### config.mk
export PLATFORM = sky130hd
export DESIGN_NAME = masked_channel_pingpong_packer_top
export DESIGN_NICKNAME = d
export VERILOG_FILES = /design/src/hdl/mcpp_pkg.sv /design/src/hdl/mcpp_fifo.sv /design/src/hdl/mcpp_front.sv /design/src/hdl/mcpp_back.sv /design/src/hdl/masked_channel_pingpong_packer_top.sv
export SDC_FILE = /design/constraint.sdc
export NUM_CORES = 1
export LEC_CHECK = 0
export ABC_AREA = 1
export BUFFER_PORTS_ARGS = -buffer_cell sky130_fd_sc_hd__clkbuf_2
export CORE_MARGIN = 10
export CORE_UTILIZATION = 60
export CTS_BUF_LIST = sky130_fd_sc_hd__clkbuf_4 sky130_fd_sc_hd__clkbuf_8
export CTS_CLUSTER_DIAMETER = 80
export DETAILED_ROUTE_END_ITERATION = 8
export HOLD_SLACK_MARGIN = 0.12
export PLACE_DENSITY = 0.81
export SLEW_MARGIN = 5
export SYNTH_ARGS = -nofsm -noshare
export SYNTH_HDL_FRONTEND = slang
export SYNTH_HIERARCHICAL = 1
export SYNTH_SLANG_ARGS = --single-unit
### constraint.sdc
create_clock -name clk -period 8.78 [get_ports clk]
set_input_delay 1.317 -clock clk [delete_from_list [all_inputs] [get_ports clk]]
set_output_delay 1.317 -clock clk [all_outputs]
set_load 0.05 [all_outputs]
### src/hdl/mcpp_pkg.sv
`default_nettype none
package mcpp_pkg;

  localparam int MAX_CHANNELS = 8;
  localparam int DEF_CHANNELS = 8;
  localparam int SAMPLE_W     = 16;
  localparam int QUEUE_DEPTH  = 2;
  localparam int CFG_INDEX_W  = 2;
  localparam int CFG_DATA_W   = 16;

  localparam logic [CFG_INDEX_W-1:0] CFG_MASK   = 2'd0;
  localparam logic [CFG_INDEX_W-1:0] CFG_LENGTH = 2'd1;
  localparam logic [CFG_INDEX_W-1:0] CFG_MODE   = 2'd2;
  localparam logic [CFG_INDEX_W-1:0] CFG_SPARE  = 2'd3;

  localparam logic [1:0] MODE_RECORD = 2'd0;
  localparam logic [1:0] MODE_RESET  = 2'd1;
  localparam logic [1:0] MODE_HOLD   = 2'd2;
  localparam logic [1:0] MODE_SPARE  = 2'd3;

  localparam logic [7:0]  RST_MASK   = 8'd255;
  localparam logic [15:0] RST_LENGTH = 16'd1024;
  localparam logic [1:0]  RST_MODE   = MODE_RESET;

  typedef struct packed {
    logic [SAMPLE_W-1:0] sample_0;
    logic [SAMPLE_W-1:0] sample_1;
    logic [SAMPLE_W-1:0] sample_2;
    logic [SAMPLE_W-1:0] sample_3;
    logic [SAMPLE_W-1:0] sample_4;
    logic [SAMPLE_W-1:0] sample_5;
    logic [SAMPLE_W-1:0] sample_6;
    logic [SAMPLE_W-1:0] sample_7;
    logic                batch_end;
  } in_word_t;

  typedef struct packed {
    logic                buffer_select;
    logic [15:0]         write_address;
    logic [SAMPLE_W-1:0] sample_value;
    logic                buffer_full;
    logic                last;
  } out_word_t;

  typedef struct packed {
    logic                                   batch_end;
    logic [MAX_CHANNELS-1:0]                enables;
    logic [MAX_CHANNELS-1:0][SAMPLE_W-1:0]  value;
  } frame_t;

  typedef struct packed {
    logic [7:0]  mask;
    logic [15:0] length;
    logic [1:0]  mode;
  } cfg_t;

  function automatic logic [SAMPLE_W-1:0] swap16(input logic [SAMPLE_W-1:0] v);
    return {v[7:0], v[15:8]};
  endfunction

endpackage
`default_nettype wire

### src/hdl/mcpp_fifo.sv
`default_nettype none
module mcpp_fifo #(
  parameter int WIDTH = 8,
  parameter int DEPTH = mcpp_pkg::QUEUE_DEPTH
) (
  input  wire logic             clk,
  input  wire logic             rst,
  input  wire logic             push,
  input  wire logic [WIDTH-1:0] wr_data,
  output logic                  full,
  input  wire logic             pop,
  output logic [WIDTH-1:0]      rd_data,
  output logic                  empty
);

  localparam int AW = (DEPTH > 1) ? $clog2(DEPTH) : 1;
  localparam int CW = $clog2(DEPTH + 1);

  logic [WIDTH-1:0] mem [DEPTH];
  logic [AW-1:0]    wr_ptr;
  logic [AW-1:0]    rd_ptr;
  logic [CW-1:0]    count;
  logic             do_push;
  logic             do_pop;

  assign full    = count == CW'(DEPTH);
  assign empty   = count == '0;
  assign do_push = push && !full;
  assign do_pop  = pop && !empty;
  assign rd_data = mem[rd_ptr];

  always_ff @(posedge clk) begin
    if (do_push) begin
      mem[wr_ptr] <= wr_data;
    end
  end

  always_ff @(posedge clk) begin
    if (rst) begin
      wr_ptr <= '0;
      rd_ptr <= '0;
      count  <= '0;
    end else begin
      if (do_push) begin
        wr_ptr <= (wr_ptr == AW'(DEPTH - 1)) ? '0 : wr_ptr + AW'(1);
      end
      if (do_pop) begin
        rd_ptr <= (rd_ptr == AW'(DEPTH - 1)) ? '0 : rd_ptr + AW'(1);
      end
      if (do_push && !do_pop) begin
        count <= count + CW'(1);
      end else if (do_pop && !do_push) begin
        count <= count - CW'(1);
      end
    end
  end

endmodule
`default_nettype wire

### src/hdl/mcpp_front.sv
`default_nettype none
module mcpp_front #(
  parameter int CHANNELS = mcpp_pkg::DEF_CHANNELS
) (
  input  wire logic               clk,
  input  wire logic               rst,
  input  wire logic               push,
  input  wire mcpp_pkg::in_word_t in_word,
  output logic                    full,
  input  wire logic [7:0]         mask,
  input  wire logic               frame_pop,
  output mcpp_pkg::frame_t        frame,
  output logic                    frame_empty
);

  localparam logic [mcpp_pkg::MAX_CHANNELS-1:0] CH_EN =
    mcpp_pkg::MAX_CHANNELS'((9'd1 << CHANNELS) - 9'd1);

  mcpp_pkg::frame_t                    entry;
  logic [$bits(mcpp_pkg::frame_t)-1:0] rd_bits;

  // byte swap and channel enables, ahead of the queue
  always_comb begin
    entry.batch_end = in_word.batch_end;
    entry.enables   = mask & CH_EN;
    entry.value[0]  = mcpp_pkg::swap16(in_word.sample_0);
    entry.value[1]  = mcpp_pkg::swap16(in_word.sample_1);
    entry.value[2]  = mcpp_pkg::swap16(in_word.sample_2);
    entry.value[3]  = mcpp_pkg::swap16(in_word.sample_3);
    entry.value[4]  = mcpp_pkg::swap16(in_word.sample_4);
    entry.value[5]  = mcpp_pkg::swap16(in_word.sample_5);
    entry.value[6]  = mcpp_pkg::swap16(in_word.sample_6);
    entry.value[7]  = mcpp_pkg::swap16(in_word.sample_7);
  end

  mcpp_fifo #(
    .WIDTH($bits(mcpp_pkg::frame_t)),
    .DEPTH(mcpp_pkg::QUEUE_DEPTH)
  ) u_frame_q (
    .clk    (clk),
    .rst    (rst),
    .push   (push),
    .wr_data(entry),
    .full   (full),
    .pop    (frame_pop),
    .rd_data(rd_bits),
    .empty  (frame_empty)
  );

  assign frame = rd_bits;

endmodule
`default_nettype wire

### src/hdl/mcpp_back.sv
`default_nettype none
module mcpp_back (
  input  wire logic             clk,
  input  wire logic             rst,
  input  wire mcpp_pkg::cfg_t   cfg,
  input  wire mcpp_pkg::frame_t frame,
  input  wire logic             frame_empty,
  output logic                  frame_pop,
  output logic                  empty,
  input  wire logic             pop,
  output mcpp_pkg::out_word_t   out_word
);

  localparam int NCH = mcpp_pkg::MAX_CHANNELS;

  logic [15:0]   write_index;
  logic [15:0]   write_index_next;
  logic          active_buffer;
  logic          active_buffer_next;
  logic          skipping_batch;
  logic          skipping_batch_next;
  logic          busy;
  logic          busy_next;
  logic [NCH-1:0] pend;
  logic [NCH-1:0] pend_next;

  logic [NCH-1:0]               cur;
  logic [NCH-1:0]               lowbit;
  logic [NCH-1:0]               rest;
  logic [mcpp_pkg::SAMPLE_W-1:0] sel_value;
  logic [15:0]                  len_m1;
  logic                         in_range;
  logic                         fill;
  logic                         emit;
  logic                         out_full;
  mcpp_pkg::out_word_t          emit_word;
  logic [$bits(mcpp_pkg::out_word_t)-1:0] rd_bits;

  always_comb begin
    cur       = busy ? pend : frame.enables;
    lowbit    = cur & (~cur + NCH'(1));
    rest      = cur & ~lowbit;
    sel_value = '0;
    for (int i = 0; i < NCH; i++) begin
      sel_value = sel_value | ({mcpp_pkg::SAMPLE_W{lowbit[i]}} & frame.value[i]);
    end
    len_m1   = cfg.length - 16'd1;
    in_range = (cfg.length != 16'd0) && (write_index <= len_m1);
    fill     = write_index == len_m1;

    emit_word.buffer_select = active_buffer;
    emit_word.write_address = write_index;
    emit_word.sample_value  = sel_value;
    emit_word.buffer_full   = fill;
    emit_word.last          = fill || (rest == '0);
  end

  always_comb begin
    frame_pop           = 1'b0;
    emit                = 1'b0;
    write_index_next    = write_index;
    active_buffer_next  = active_buffer;
    skipping_batch_next = skipping_batch;
    busy_next           = busy;
    pend_next           = pend;
    if (!frame_empty) begin
      unique case (cfg.mode)
        mcpp_pkg::MODE_HOLD: begin
          frame_pop = 1'b1;
          if (frame.batch_end) begin
            skipping_batch_next = 1'b0;
          end
        end
        mcpp_pkg::MODE_RECORD: begin
          if (skipping_batch) begin
            frame_pop = 1'b1;
            if (frame.batch_end) begin
              skipping_batch_next = 1'b0;
            end
          end else if ((cur == '0) || !in_range) begin
            frame_pop = 1'b1;
            busy_next = 1'b0;
          end else if (!out_full) begin
            emit = 1'b1;
            if (fill) begin
              frame_pop           = 1'b1;
              busy_next           = 1'b0;
              write_index_next    = '0;
              active_buffer_next  = ~active_buffer;
              skipping_batch_next = ~frame.batch_end;
            end else begin
              write_index_next = write_index + 16'd1;
              if (rest == '0) begin
                frame_pop = 1'b1;
                busy_next = 1'b0;
              end else begin
                busy_next = 1'b1;
                pend_next = rest;
              end
            end
          end
        end
        default: begin
          // reset mode, and the unused code
          frame_pop           = 1'b1;
          busy_next           = 1'b0;
          write_index_next    = '0;
          active_buffer_next  = 1'b0;
          skipping_batch_next = 1'b0;
        end
      endcase
    end
  end

  always_ff @(posedge clk) begin
    if (rst) begin
      write_index    <= '0;
      active_buffer  <= 1'b0;
      skipping_batch <= 1'b0;
      busy           <= 1'b0;
      pend           <= '0;
    end else begin
      write_index    <= write_index_next;
      active_buffer  <= active_buffer_next;
      skipping_batch <= skipping_batch_next;
      busy           <= busy_next;
      pend           <= pend_next;
    end
  end

  mcpp_fifo #(
    .WIDTH($bits(mcpp_pkg::out_word_t)),
    .DEPTH(mcpp_pkg::QUEUE_DEPTH)
  ) u_out_q (
    .clk    (clk),
    .rst    (rst),
    .push   (emit),
    .wr_data(emit_word),
    .full   (out_full),
    .pop    (pop),
    .rd_data(rd_bits),
    .empty  (empty)
  );

  assign out_word = rd_bits;

endmodule
`default_nettype wire

### src/hdl/masked_channel_pingpong_packer_top.sv
// frames queue two deep ahead of the back end; its writes queue in the output queue
// throughput: one buffer write per cycle, set by the channel sequencer in the back end
// while the output queue has room; a frame is popped with its final write, if any
// reset: synchronous, active high; clears both queues, index, buffer and skip flag
// reset also loads mask 255, record length 1024 and reset mode
`default_nettype none
module masked_channel_pingpong_packer_top #(
  parameter int CHANNELS = mcpp_pkg::DEF_CHANNELS
) (
  input  wire logic                                  clk,
  input  wire logic                                  rst,
  input  wire logic                                  push,
  output logic                                       full,
  input  wire mcpp_pkg::in_word_t                    in_word,
  output logic                                       empty,
  input  wire logic                                  pop,
  output mcpp_pkg::out_word_t                        out_word,
  input  wire logic                                  cfg_valid,
  output logic                                       cfg_ready,
  input  wire logic [mcpp_pkg::CFG_INDEX_W-1:0]      cfg_index,
  input  wire logic [mcpp_pkg::CFG_DATA_W-1:0]       cfg_data
);

  mcpp_pkg::cfg_t   cfg;
  mcpp_pkg::frame_t frame;
  logic             frame_empty;
  logic             frame_pop;

  assign cfg_ready = 1'b1;

  always_ff @(posedge clk) begin
    if (rst) begin
      cfg.mask   <= mcpp_pkg::RST_MASK;
      cfg.length <= mcpp_pkg::RST_LENGTH;
      cfg.mode   <= mcpp_pkg::RST_MODE;
    end else if (cfg_valid && cfg_ready) begin
      unique case (cfg_index)
        mcpp_pkg::CFG_MASK:   cfg.mask   <= cfg_data[7:0];
        mcpp_pkg::CFG_LENGTH: cfg.length <= cfg_data[15:0];
        mcpp_pkg::CFG_MODE:   cfg.mode   <= cfg_data[1:0];
        default: begin
        end
      endcase
    end
  end

  mcpp_front #(
    .CHANNELS(CHANNELS)
  ) u_front (
    .clk        (clk),
    .rst        (rst),
    .push       (push),
    .in_word    (in_word),
    .full       (full),
    .mask       (cfg.mask),
    .frame_pop  (frame_pop),
    .frame      (frame),
    .frame_empty(frame_empty)
  );

  mcpp_back u_back (
    .clk        (clk),
    .rst        (rst),
    .cfg        (cfg),
    .frame      (frame),
    .frame_empty(frame_empty),
    .frame_pop  (frame_pop),
    .empty      (empty),
    .pop        (pop),
    .out_word   (out_word)
  );

endmodule
`default_nettype wire

==> flow_summary.toml <==
[power]
power_density_nw_per_um2 = 276.6
largest_voltage_drop_on_the_vdd_net_uv = 220.0
cellLeakagePower_nw = 7.637

[timing]
final.setup.tns_ps = 0
setup_viol = 0
slew_headroom = 0.2134
min_period_ps = 4559
grt_setup_unrepaired = "no"
final_min_period_over_clock_period = 0.5193
worst_pin_slew_ps = 1180
drv_slew = 0
fmax_mhz = 219.3
number_of_hold_violations_in_the_final_report = 0
skew_ps = 31.46

[worst_setup_path]
timing.critical_path.buf_inv = 1
crit_cells = 18
timing.critical_path.cells = "nor2_1 -> nand2_1 -> nor2_1 -> nand4_1 -> nor4_1 -> nand3_1 -> xor2_1 -> inv_1 -> ha_1 -> nand2_1 -> nor2_1 -> nand2_1 -> nor3_2 -> o21bai_2 -> nand3_2 -> nor2_2 -> o21ai_2 -> nor2_4"
crit_slowest_cell = "sky130_fd_sc_hd__nor2_4"
worst_reg2reg_path_length_in_cells = 18
crit_arrival_ps = 4740
timing.setup.critical_path_class = "reg2reg"
worst_path_dominant_cell_family = "simple AND/OR/NAND/NOR gates"
crit_path_max_incr_delay_ps = 830
timing.critical_path.from_type = "register"
critical_path_fanout_max = 35
flop_to_flop_setup_slack_ps = 4220
worstPathRequired_ps = 8960
crit_path_end_kind = "register"

[floorplan]
coreArea_um2 = 28700
die_h_um = 190.6
ios = 190
core.rowCount = 62
die_w_um = 190.6
die_area_um2 = 36320
start_util = 0.6082

[route]
detail_route.drc_violations = 0
finalWirelength_um = 36860
initialDrtViolationCount = 813
1st_pass_router_iterations = 5
final_antenna_net_count = 0
drt-wirelength-per-cell_um = 18.50
via_count = 10800
vias_per_cell = 5.423

[placement]
buffer_ports.inserted = 188
hpwlAfterDp_um = 25150
gp_routability_congestion = 0.8421
placed_cells_incl_taps = 1878

[yosys]
synth_top_cells_by_count = "sky130_fd_sc_hd__edfxtp_1, sky130_fd_sc_hd__nand2_1, sky130_fd_sc_hd__mux2_2"
synth-warning-count = 6
syn-mean-instance-area_um2 = 13.07
post-synth-top-area-fraction = 0.5917
synth_flop_cell = "sky130_fd_sc_hd__edfxtp_1"
yosysMostFrequentCell = "sky130_fd_sc_hd__edfxtp_1"
synthDistinctLibCells = 44
ys_ff_latch = 406
total_standard_cell_area_after_synthesis_um2 = 17460
synthesis.nets = 1508
synthesis.instances = 1336
synth-edff-count = 344
synth_sequential_area_ratio = 0.6628
post-synth-top-area-cell = "sky130_fd_sc_hd__edfxtp_1"
synth.top_cells.by_area = "sky130_fd_sc_hd__edfxtp_1, sky130_fd_sc_hd__mux2_2, sky130_fd_sc_hd__dfxtp_1"
synthArstFlopShare = 0

[clock_tree]
cts_made_buffers = 66
cts_post_setup_buffers_inserted = 0
cts_root_buf = "sky130_fd_sc_hd__clkbuf_8"
cts_buffer_depth = 3
clk_lat_worst_skew_ps = 580
cts_tree = "done"
numClockSinks = 406
cts_hold_repair.buffers = 0
postCtsResizedCells = 0
clk_pin_slew_worst_paths_ps = 50
clock_tree.htree_level_count = 3

[run_status]
run_status = "complete, no violations"

[worst_hold_path]
timing.hold.worst.class = "reg2reg"
worstHoldPathCells = 0

[finish]
ant_diodes = 0
area_growth_pct = 14.13
nets = 1734
ratio_of_cells_with_drive_above_1_in_the_final_layout = 0.3221
num-fill-cells = 1952
final_cell_count_no_fill = 1992

[global_route]
global_route_wire_length_before_repair_um = 57410
first_global_vias = 10940
grt_antenna_before_repair = 0
track_usage = 0.1992
grt_start_max_net_pins = 90
globalRoute.totalOverflow = 0

[job]
maxCapViolCount = 0
-- metal layers --
metal	vias to the layer above	GRT usage	routed length (µm)
li1	5182	-	-
met1	5146	0.2654	15620
met2	409	0.3155	17390
met3	65	0.04371	2973
met4	0	0.07450	868
met5	-	0	0
-- cell usage in the layout (no fill, tap or decap), drive strengths merged, types with 2 or more instances in the layout --
cell type / netlist / final
nand3: 60 / 60
xor2: 17 / 17
mux2: 172 / 172
clkinvlp: 0 / 3
nor3: 12 / 12
nand4: 29 / 29
and2: 2 / 2
clkinv: 3 / 16
edfxtp: 344 / 344
dfxtp: 62 / 62
a21oi: 26 / 26
clkbuf: 16 / 283
inv: 99 / 101
o21ai: 26 / 26
xnor2: 5 / 5
nor2: 128 / 128
a221oi: 16 / 16
ha: 20 / 20
nand2: 268 / 268
o21a: 2 / 2
buf: 22 / 8
-- report_power, final --
group | internal [mW] | switching, mW | leakage [nW] | total, mW
sequential | 2.40 | 0.142 | 3.66 | 2.54
combinational | 0.542 | 0.829 | 3.29 | 1.37
clock | 0.891 | 0.710 | 0.685 | 1.60
total | 3.83 | 1.68 | 7.64 | 5.51
-- sequential cells by signal, indices dropped and copies added (netlist names), named ones only --
name                      flops
u_back/busy                   1
u_back/skipping_batch         1
u_front/u_frame_q/rd_ptr      1
cfg                          26
u_back/u_out_q/count          2
u_front/u_frame_q/mem       274
u_back/u_out_q/mem           70
u_back/active_buffer          1
u_back/u_out_q/rd_ptr         1
u_back/write_index           16
u_front/u_frame_q/count       2
u_front/u_frame_q/wr_ptr      1
u_back/pend                   7
u_back/u_out_q/wr_ptr         1
-- path summary, 6_finish.rpt --
check,to,start
setup / recovery,u_back/u_out_q/mem[1][12]$_DFFE_PP_,cfg[4]$_SDFFE_PP0P_
hold / removal,u_front/u_frame_q/mem[0][134]$_DFFE_PP_,cfg[24]$_SDFFE_PP1P_
setup reg to reg,u_back/u_out_q/mem[1][12]$_DFFE_PP_,cfg[4]$_SDFFE_PP0P_
hold reg to reg,u_front/u_frame_q/mem[0][134]$_DFFE_PP_,cfg[24]$_SDFFE_PP1P_
-- stage by stage --
stage                     area [µm²]  hold WS (ps)  power (mW)    util  setup WS [ps]
final                          19920         450.2       5.511  0.6941           4221
after global routing           19920         470.8       5.777  0.6941           3747
after CTS                      19920         449.3       5.547  0.6941           4234
after detailed placement       18610         436.2       3.943  0.6482           4252
after global placement         18610         439.9       3.896  0.6482           4453
after floorplan                17460         425.9       3.694       -           1033
-- cells by family (layout without fill, tap and decap cells) --
family	count (synthesis)	count (layout)	share of synthesized area
buffers and inverters	140	412	0.04336
xor gates and xnor gates	22	22	0.01104
adders and majority gates	20	20	0.01433
other	1	1	0.0002148
muxes	172	172	0.1174
DFF	406	406	0.6628
and+or+nand+nor	503	503	0.1246
AOI/OAI and AO/OA	72	72	0.02616
-- area by class of cell --
type | count | area (µm²) | area share
Sequential cell | 406 | 11580 | 0.5810
Multi-Input combinational cell | 790 | 5162 | 0.2591
Clock buffer | 95 | 1170 | 0.05872
Timing Repair Buffer | 196 | 1001 | 0.05024
Tap cell | 384 | 480.5 | 0.02412
Inverter | 102 | 385.4 | 0.01934
Clock inverter | 19 | 147.6 | 0.007411
Power figures use the tool's default switching activity.
